===== config.mk =====
export PLATFORM = sky130hd
export DESIGN_NAME = lcg_keystream_rotation_cipher_top
export DESIGN_NICKNAME = d
export VERILOG_FILES = /design/src/rtl/lkrc_pkg.sv /design/src/rtl/lcg_keystream_rotation_cipher_top.sv
export VERILOG_INCLUDE_DIRS = /design/src /design/src/rtl
export SDC_FILE = /design/constraint.sdc
export NUM_CORES = 1
export LEC_CHECK = 0
export ABC_AREA = 1
export BUFFER_PORTS_ARGS = -buffer_cell sky130_fd_sc_hd__buf_2
export CORE_MARGIN = 5
export CORE_UTILIZATION = 30
export CTS_CLUSTER_DIAMETER = 60
export CTS_CLUSTER_SIZE = 28
export DETAILED_ROUTE_END_ITERATION = 16
export SYNTH_ARGS = -nofsm -noshare
export SYNTH_HDL_FRONTEND = slang
export SYNTH_SLANG_ARGS = --single-unit

===== constraint.sdc =====
create_clock -name clock -period 11.9 [get_ports clock]
set_input_delay 2.975 -clock clock [delete_from_list [all_inputs] [get_ports clock]]
set_output_delay 2.975 -clock clock [all_outputs]
set_load 0.02 [all_outputs]

===== src/rtl/lcg_keystream_rotation_cipher_top_assert.svh =====
// ----------------------------------------------------------------------------
// Assertion macros for the keystream rotation cipher
// Clocked, reset-qualified wrappers for same-cycle and next-cycle checks.
// ----------------------------------------------------------------------------
`ifndef LCG_KEYSTREAM_ROTATION_CIPHER_TOP_ASSERT_SVH
`define LCG_KEYSTREAM_ROTATION_CIPHER_TOP_ASSERT_SVH

// Same-cycle implication, disabled while reset is high.
`define LKRC_ASSERT_NOW(label, clk, rst, ante, cons) \
   label: assert property (@(posedge clk) disable iff (rst) (ante) |-> (cons)) \
      else $error("assertion failed (same cycle)");

// Next-cycle implication, disabled while reset is high.
`define LKRC_ASSERT_NEXT(label, clk, rst, ante, cons) \
   label: assert property (@(posedge clk) disable iff (rst) (ante) |=> (cons)) \
      else $error("assertion failed (next cycle)");

`endif


===== src/rtl/lkrc_pkg.sv =====
// ----------------------------------------------------------------------------
// lkrc_pkg
// Types, constants and arithmetic helpers of the keystream rotation cipher.
// ----------------------------------------------------------------------------
`timescale 1ns / 1ps
`default_nettype none

package lkrc_pkg;

   localparam int CHAR_W      = 7;
   localparam int GEN_W       = 17;
   localparam int SEED_W      = 16;
   localparam int CSR_INDEX_W = 2;
   localparam int CSR_DATA_W  = 16;

   typedef logic [CHAR_W-1:0]      char_type;
   typedef logic [GEN_W-1:0]       gen_type;
   typedef logic [SEED_W-1:0]      seed_type;
   typedef logic [CSR_INDEX_W-1:0] csr_index_type;
   typedef logic [CSR_DATA_W-1:0]  csr_data_type;

   // register indexes on the configuration port
   localparam csr_index_type CSR_DECRYPT_MODE = 2'd0;
   localparam csr_index_type CSR_INITIAL_SEED = 2'd1;

   localparam logic [6:0] LCG_MULT   = 7'd75;
   localparam gen_type    LCG_MOD    = 17'd65537;
   localparam gen_type    GEN_MAX    = 17'd65536;
   localparam gen_type    GEN_RESET  = 17'd1;
   localparam seed_type   SEED_RESET = 16'd1;
   localparam char_type   PRINT_BASE = 7'd32;
   localparam logic [7:0] PRINT_SPAN = 8'd96;

   // value * 75 mod 65537 by the 16-bit fold
   function automatic gen_type lcg_advance(input gen_type v);
      logic [23:0] prod;
      gen_type     lo;
      gen_type     hi;
      prod = {7'b0, v} * {17'b0, LCG_MULT};
      lo   = {1'b0, prod[15:0]};
      hi   = {9'b0, prod[23:16]};
      if (lo >= hi) begin
         lcg_advance = lo - hi;
      end else begin
         lcg_advance = lo + LCG_MOD - hi;
      end
   endfunction

   // v mod 96: split as 32 * q + r, then reduce q mod 3 by base-4 digit sums
   function automatic logic [6:0] mod_span(input gen_type v);
      logic [11:0] q;
      logic [4:0]  s1;
      logic [2:0]  s2;
      logic [1:0]  q3;
      q  = v[16:5];
      s1 = 5'(q[1:0]) + 5'(q[3:2]) + 5'(q[5:4]) + 5'(q[7:6])
         + 5'(q[9:8]) + 5'(q[11:10]);
      s2 = 3'(s1[1:0]) + 3'(s1[3:2]) + 3'(s1[4]);
      if (s2 >= 3'd6) begin
         q3 = 2'(s2 - 3'd6);
      end else if (s2 >= 3'd3) begin
         q3 = 2'(s2 - 3'd3);
      end else begin
         q3 = s2[1:0];
      end
      mod_span = {q3, v[4:0]};
   endfunction

   // rotate a printable character by k places within the printable range
   function automatic char_type rotate(input char_type c, input logic [6:0] k,
                                       input logic backward);
      logic [7:0] pos;
      logic [7:0] sum;
      if (c < PRINT_BASE) begin
         rotate = c;
      end else begin
         pos = {1'b0, c - PRINT_BASE};
         if (backward) begin
            sum = pos + PRINT_SPAN - {1'b0, k};
         end else begin
            sum = pos + {1'b0, k};
         end
         if (sum >= PRINT_SPAN) begin
            sum = sum - PRINT_SPAN;
         end
         rotate = sum[6:0] + PRINT_BASE;
      end
   endfunction

endpackage

`default_nettype wire


===== src/rtl/lcg_keystream_rotation_cipher_top.sv =====
// ----------------------------------------------------------------------------
// lcg_keystream_rotation_cipher_top
// Stream cipher that rotates printable 7-bit characters by a Lehmer keystream.
// ----------------------------------------------------------------------------
// Usage:
//   req_ channel: one character per transfer, with req_message_start set on the
//   first character of a message (reloads the generator from initial_seed).
//   rsp_ channel: one rotated character per accepted request, in order.
//   csr_ channel: index 0 writes decrypt_mode, index 1 writes initial_seed;
//   other indexes are dropped. csr_ready is always high. Write only while idle.
// Path: a request is held in stage one, then rotated into the output register,
//   from which its response transfers.
// Throughput: one character per cycle without output stalls, set by the
//   generator feedback loop, a constant multiply by 75 and the mod-65537 fold
//   done in the request transfer cycle; mod-96 and rotate run in stage two.
// Reset: generator value 1, encrypt mode, seed 1, pipeline empty.
// Stall: while rsp_ready is low the result register holds, stage one keeps one
//   more character, and req_ready then drops until the output drains.
// ----------------------------------------------------------------------------
`timescale 1ns / 1ps
`default_nettype none

`include "lcg_keystream_rotation_cipher_top_assert.svh"

module lcg_keystream_rotation_cipher_top (
   input  wire logic                   clock,
   input  wire logic                   reset,
   // request channel
   input  wire logic                   req_valid,
   output      logic                   req_ready,
   input  wire lkrc_pkg::char_type     req_char_in,
   input  wire logic                   req_message_start,
   // response channel
   output      logic                   rsp_valid,
   input  wire logic                   rsp_ready,
   output      lkrc_pkg::char_type     rsp_char_out,
   // configuration write channel
   input  wire logic                   csr_valid,
   output      logic                   csr_ready,
   input  wire lkrc_pkg::csr_index_type csr_index,
   input  wire lkrc_pkg::csr_data_type csr_wdata
);

   import lkrc_pkg::*;

   // configuration registers
   logic     decrypt_mode_ff, decrypt_mode_in;
   seed_type initial_seed_ff, initial_seed_in;

   // generator state: after a transfer it holds the value used by that item
   gen_type  gen_ff, gen_in;
   gen_type  gen_base;

   // stage one: character waiting for rotation
   logic     s1_vld_ff, s1_vld_in;
   char_type s1_char_ff, s1_char_in;

   // output register
   logic     rsp_valid_ff, rsp_valid_in;
   char_type rsp_char_ff, rsp_char_in;

   logic     req_xfer;
   logic     out_free;
   logic     s1_adv;

   // ---------------------------------------------------------------------
   // handshake
   // ---------------------------------------------------------------------
   assign csr_ready = 1'b1;
   assign out_free  = !rsp_valid_ff || rsp_ready;
   assign s1_adv    = s1_vld_ff && out_free;
   // stage one can take a character when empty or when it moves on this edge
   assign req_ready = !s1_vld_ff || out_free;
   assign req_xfer  = req_valid && req_ready;

   assign rsp_valid    = rsp_valid_ff;
   assign rsp_char_out = rsp_char_ff;

   // ---------------------------------------------------------------------
   // configuration writes
   // ---------------------------------------------------------------------
   always_comb begin
      decrypt_mode_in = decrypt_mode_ff;
      initial_seed_in = initial_seed_ff;
      if (csr_valid && csr_ready) begin
         unique case (csr_index)
            CSR_DECRYPT_MODE: decrypt_mode_in = csr_wdata[0];
            CSR_INITIAL_SEED: initial_seed_in = csr_wdata[SEED_W-1:0];
            default: begin
               // drop writes to unknown indexes
            end
         endcase
      end
   end

   // ---------------------------------------------------------------------
   // generator step and stage one load
   // ---------------------------------------------------------------------
   always_comb begin
      // reload from the seed on the first character of a message
      gen_base   = req_message_start ? {1'b0, initial_seed_ff} : gen_ff;
      gen_in     = gen_ff;
      s1_char_in = s1_char_ff;
      s1_vld_in  = s1_vld_ff;
      if (req_xfer) begin
         gen_in     = lcg_advance(gen_base);
         s1_char_in = req_char_in;
         s1_vld_in  = 1'b1;
      end else if (s1_adv) begin
         s1_vld_in  = 1'b0;
      end
   end

   // ---------------------------------------------------------------------
   // stage two: rotate by generator mod 96 into the output register
   // ---------------------------------------------------------------------
   always_comb begin
      rsp_char_in  = rsp_char_ff;
      rsp_valid_in = rsp_valid_ff;
      if (s1_adv) begin
         // gen_ff still belongs to the character in stage one: a new
         // transfer can only land on the same edge that moves it on
         rsp_char_in  = rotate(s1_char_ff, mod_span(gen_ff), decrypt_mode_ff);
         rsp_valid_in = 1'b1;
      end else if (rsp_ready) begin
         rsp_valid_in = 1'b0;
      end
   end

   // ---------------------------------------------------------------------
   // registers
   // ---------------------------------------------------------------------
   always_ff @(posedge clock) begin
      if (reset) begin
         decrypt_mode_ff <= 1'b0;
         initial_seed_ff <= SEED_RESET;
         gen_ff          <= GEN_RESET;
         s1_vld_ff       <= 1'b0;
         rsp_valid_ff    <= 1'b0;
      end else begin
         decrypt_mode_ff <= decrypt_mode_in;
         initial_seed_ff <= initial_seed_in;
         gen_ff          <= gen_in;
         s1_vld_ff       <= s1_vld_in;
         rsp_valid_ff    <= rsp_valid_in;
      end
   end

   // payload, no reset
   always_ff @(posedge clock) begin
      s1_char_ff  <= s1_char_in;
      rsp_char_ff <= rsp_char_in;
   end

   // ---------------------------------------------------------------------
   // assertions
   // ---------------------------------------------------------------------
   // the fold keeps the generator inside 0..65536
   `LKRC_ASSERT_NOW(a_gen_range, clock, reset, 1'b1, gen_ff <= GEN_MAX)

   // the generator only advances on a request transfer
   `LKRC_ASSERT_NEXT(a_gen_hold, clock, reset, !req_xfer, $stable(gen_ff))

   // a transferred request always sits in stage one on the next cycle
   `LKRC_ASSERT_NEXT(a_s1_load, clock, reset, req_xfer, s1_vld_ff)

   // control characters leave the block unchanged
   `LKRC_ASSERT_NEXT(a_ctrl_pass, clock, reset, s1_adv && (s1_char_ff < PRINT_BASE),
                     rsp_valid && (rsp_char_out == $past(s1_char_ff)))

endmodule

`default_nettype wire


# Word-level counts from Yosys, hierarchy flattened
# Index checks and enable logic that the tools add are counted.
# W data, S select, Z words.
word_totals:
  regBits: 50
  in_bits: 31
op_classes:
  addsub: 18
  n_mul: 1
  order_cmp: 5
  n_eq_ne: 1
  mux: 16
  n_reduce_logical: 11
ops:
  columns: ["operator", "n"]
  rows:
  - ["$mux W17", 2]
  - ["$mux W7", 4]
  - ["$mul A17 B7 Y24 const B", 1]
  - ["$mux W8", 3]
  - ["$add A16 B17 Y17 const B", 1]
  - ["$sub A16 B8 Y17", 1]
  - ["$sub A17 B8 Y17", 1]
  - ["$ge A16 B8 Y1", 1]
  - ["$add A5 B2 Y5", 2]
  - ["$add A7 B7 Y8", 1]
  - ["$add A7 B7 Y8 const B", 1]
  - ["$ge A8 B7 Y1 const B", 1]
  - ["$sub A8 B7 Y8", 1]
  - ["$add A7 B6 Y7 const B", 1]
  - ["$lt A7 B6 Y1 const B", 1]
  - ["$sub A7 B6 Y7 const B", 1]
  - ["$sub A7 B7 Y7 const B", 1]
  - ["$add A2 B2 Y3", 2]
  - ["$mux W2", 3]
  - ["$add A4 B2 Y5", 1]
  - ["$add A3 B2 Y4", 1]
  - ["$mux W1", 4]
  - ["$reduce_and A2 Y1", 2]
  - ["$reduce_bool A2 Y1", 2]
  - ["other kinds (9)", 13]

# Longest topological paths before layout
depth:
  word_depth: 21
  ltp_mapped: 37
  mapped_depth_nobuf: 36

# Least setup slack after synthesis
# Ideal clock, no wire load.
synth_path:
  path_type: "input -> register"
  startpoint: "input req_message_start"
  endpoint: "register gen_ff[11]"
  setup_ns: 0.069
  arrival_time_ns: 8.889
  path_slack_ns: 2.942
  stages: 36
  path_cell_list: "clkbuf_1 > clkbuf_1 > nand2_1 > o21ai_0 > inv_1 > ha_1 > ha_1 > inv_1 > fa_1 > inv_1 > fa_1 > ha_1 > nand2_1 > nand2_1 > nand2_1 > nand2_1 > a21oi_2 > nand2_2 > a21boi_0 > xor2_1 > ha_1 > inv_1 > ha_1 > inv_1 > fa_1 > or2_2 > o21ai_2 > nand3_1 > nand2_1 > nand2_1 > nand2_1 > xor2_1 > inv_1 > nand2_1 > nand3_2 > a21oi_2"
synth_via:
  elab_chain_cells: 5
synth_rtl:
  columns: ["item", "line_no", "text"]
  rows:
  - ["start: declaration", "lcg_keystream_rotation_cipher_top.sv:32", "input wire logic req_message_start,"]
  - ["$mux W17 (*)", "lcg_keystream_rotation_cipher_top.sv:101", "gen_base = req_message_start ? {1'b0, initial_seed_ff} : gen_ff;"]
  - ["$mul A17 B7 Y24 (*)", "lkrc_pkg.sv:39", "prod = {7'b0, v} * {17'b0, LCG_MULT};"]
  - ["$add A16 B17 Y17", "lkrc_pkg.sv:45", "lcg_advance = lo + LCG_MOD - hi;"]
  - ["$sub A17 B8 Y17", "lkrc_pkg.sv:45", null]
  - ["$mux W17 (*)", "lkrc_pkg.sv:42", "if (lo >= hi) begin"]
  - ["end signal: assignment", "lcg_keystream_rotation_cipher_top.sv:143", "gen_ff <= gen_in;"]
  - ["end: declaration", "lcg_keystream_rotation_cipher_top.sv:51", "gen_type gen_ff, gen_in;"]
# Mark *: on every way between the ends. The rest lies on a longest branch, timed or not.
# A chain may end at the register's enable or synchronous reset.

# Worst setup path in the final report
layout_path:
  startpoint: "input req_message_start"
  endpoint: "register gen_ff[15]"
# Same word-level chain as after synthesis.

==> run metrics <==
Syn Nets approximately 1200; Worst Path Class, Setup input pin to register; Nets 1227; initial antenna violation count 0; GRT Total Usage between 10% and 20%; Clock Skew roughly 0.0090 ns; maxcap violations 0; Period minus WS final 9.54 ns; status finished, final reports clean; CTS sink count 50; postcts setup bufs 0; FILL cells 2635; drt pass-1 iters 5; die area about 28000 µm²; distinct cell type count after synthesis 47; Routed WL around 18 mm; num ports a little over 40; CTS tree done; ys async rst share 0%; Row Count between 50 and 60; Buf/Inv on CP 6; total CTS buffers 5; First DRT Iteration DRCs between 200 and 300; ratio of routed vias to standard cells about 4.6; CTS Hold Buffers Added 0; Congestion Overflow GR 0; clock latency on the worst-skew pair ~0.30 ns; final setup fails 0; Placer Congestion between 0.9 and 1; crit start category input pin; area delta synth->final 8.87%; die width roughly 170 µm; flops & latches, synth 50; Crit Path Max Fanout 28; Max Root-Sink Buffers 2; ys flop type dfxtp_1; RSZ-0062 raised after global routing no; Ys Warns 0; Initial Utilization about 30%; arrival time at the worst endpoint just under 10 ns; H-tree depth 2; via count between 6000 and 7000; Detail Route Antenna Nets 0; Crit-path slowest cell o21ai_0; clock transition at the registers of the reported paths approximately 0.070 ns; relative max-transition margin a little over a third; vias in the first global route 6092; number of synthesized flops with an enable pin 14; drt wl/cell around 13 µm; Hold Worst Slack approximately 0.47 ns; worst hold path depth 2; first-pass GRT wire length between 30 and 40 mm; Mapped Area 7350 µm²; Ant. Diodes 0; sequential-to-total area share from yosys stat between 10% and 20%; Hold Fails Final Rpt 0; hpwl dp ~16 mm; Resized cells post-CTS 0; Final Max Slew Viols 0; CORE AREA roughly 24000 µm²; mean area per synthesized cell 7.36 µm²; Mapped Cells ~1000; PortBufs 39; setup TNS 0 ns; Crit path max-delay family adder cells; layout cells sized above 1 9.62%; Worst-Margin Slew just under 1 ns; Tcrit/Tclk final between 80 and 90%; root cell of the clock tree clkbuf_16; CP Capture Type register; worst endpoint required time ~12 ns; reg2reg path depth 31; Worst path depth 31; Die Span Y around 170 µm; fmax around 0.10 GHz; pin count of the biggest net entering global routing 29; Hold Crit Class register to register; DRC 0; max incr delay on CP around 0.76 ns
## cell families after synthesis
kind of cell | Yosys count | share of synthesized area, %
xor+xnor | 38 | 4.53
simple gates | 326 | 20.2
fa+ha+maj | 168 | 33.0
mux | 6 | 0.903
other cells | 1 | 0.0510
buf+inv | 239 | 12.7
compound gates | 170 | 13.0
flops | 50 | 15.5
## cell usage after synthesis, types with 12 or more instances
cell type / instances / area, µm²
xor2_1: 29 / 254
nor2_1: 62 / 233
edfxtp_1: 14 / 420
o21ai_0: 56 / 280
nand2_1: 163 / 612
nand4_1: 12 / 75.1
fa_1: 43 / 861
inv_1: 218 / 818
a21oi_1: 70 / 350
dfxtp_1: 36 / 721
ha_1: 125 / 1560
nand3_1: 45 / 225
## cell usage in the layout, fill, tap and decap left out, types with 2 or more instances in the layout
cell type  instances
or2_2              6
nand3_2           10
nor4_1             3
fa_1              43
clkbuf_16          5
o21bai_1           2
a21boi_0           2
nor3_1             8
o21ai_0           56
a21oi_1           70
a21o_1             2
inv_1            218
nor2_1            62
nand2_2           10
nand4_1           12
a31oi_1            7
inv_2              3
buf_2             39
o21a_1             5
xnor2_1            9
nand2_4            3
a21oi_2           10
o31ai_1            4
ha_1             125
o21ai_1            5
mux2_2             5
xor2_1            29
nand3_1           45
edfxtp_1          14
o211ai_1           2
dfxtp_1           36
nand2_1          163
## routing by layer
| layer | global-route usage, % | wire length, µm | up-vias | part of all wire, % |
|---|---|---|---|---|
| met4 | 3.91 | 503 | 0 | 2.8 |
| met3 | 1.33 | 742 | 21 | 4.1 |
| met5 | 0 | 0 | - | 0 |
| li1 | - | - | 3242 | - |
| met1 | 18.0 | 8650 | 2816 | 48 |
| met2 | 21.6 | 8130 | 125 | 45 |
## flip-flops by register name (all words and copies together) (netlist names)
register and cells:
initial_seed_ff 16, rsp_char_out 7, rsp_valid 1, decrypt_mode_ff 1, s1_char_ff 7, s1_vld_ff 1, gen_ff 17
## final timing paths
path,start,end,slack [ns]
worst max-delay path,req_message_start,gen_ff[15]$_SDFFE_PP0P_,2.36
worst min-delay path,initial_seed_ff[5]$_SDFFE_PP0P_,initial_seed_ff[5]$_SDFFE_PP0P_,0.47
worst min register to register,initial_seed_ff[5]$_SDFFE_PP0P_,initial_seed_ff[5]$_SDFFE_PP0P_,0.47
worst max register to register,gen_ff[11]$_SDFFE_PP0P_,gen_ff[15]$_SDFFE_PP0P_,4.89
## worst min-delay path, delay by kind of cell (launching register included)
family,cells,cell delay (ns)
buf+inv,1,0.07
compound gates,1,0.06
flops,1,0.30
## through the flow
| stage | area, µm² | instances | worst slack (ns) | util [%] |
|---|---|---|---|---|
| after CTS | 8000 | 1353 | 2.36 | 33.0 |
| after global routing | 8000 | 1353 | 1.80 | 33.0 |
| after detailed placement | 7860 | 1345 | 2.07 | 32.4 |
| after floorplan | 7350 | 998 | 2.94 | - |
| final | 8000 | 1353 | 2.36 | 33.0 |
| after global placement | 7860 | 1345 | 2.10 | 32.4 |
## cell type report
type	instances	area, µm²	share of cell area (%)
multi-input combinational	709	5270	65.9
clock buffer	6	129	1.61
tap	324	405	5.07
sequential	50	1140	14.3
timing repair buffer	40	203	2.53
inverter	222	833	10.4
clock inverter	2	13.8	0.172
Power is left out: the tool's default activity adds up to more than one toggle a clock period on the data nets, which glitch-free logic cannot reach.
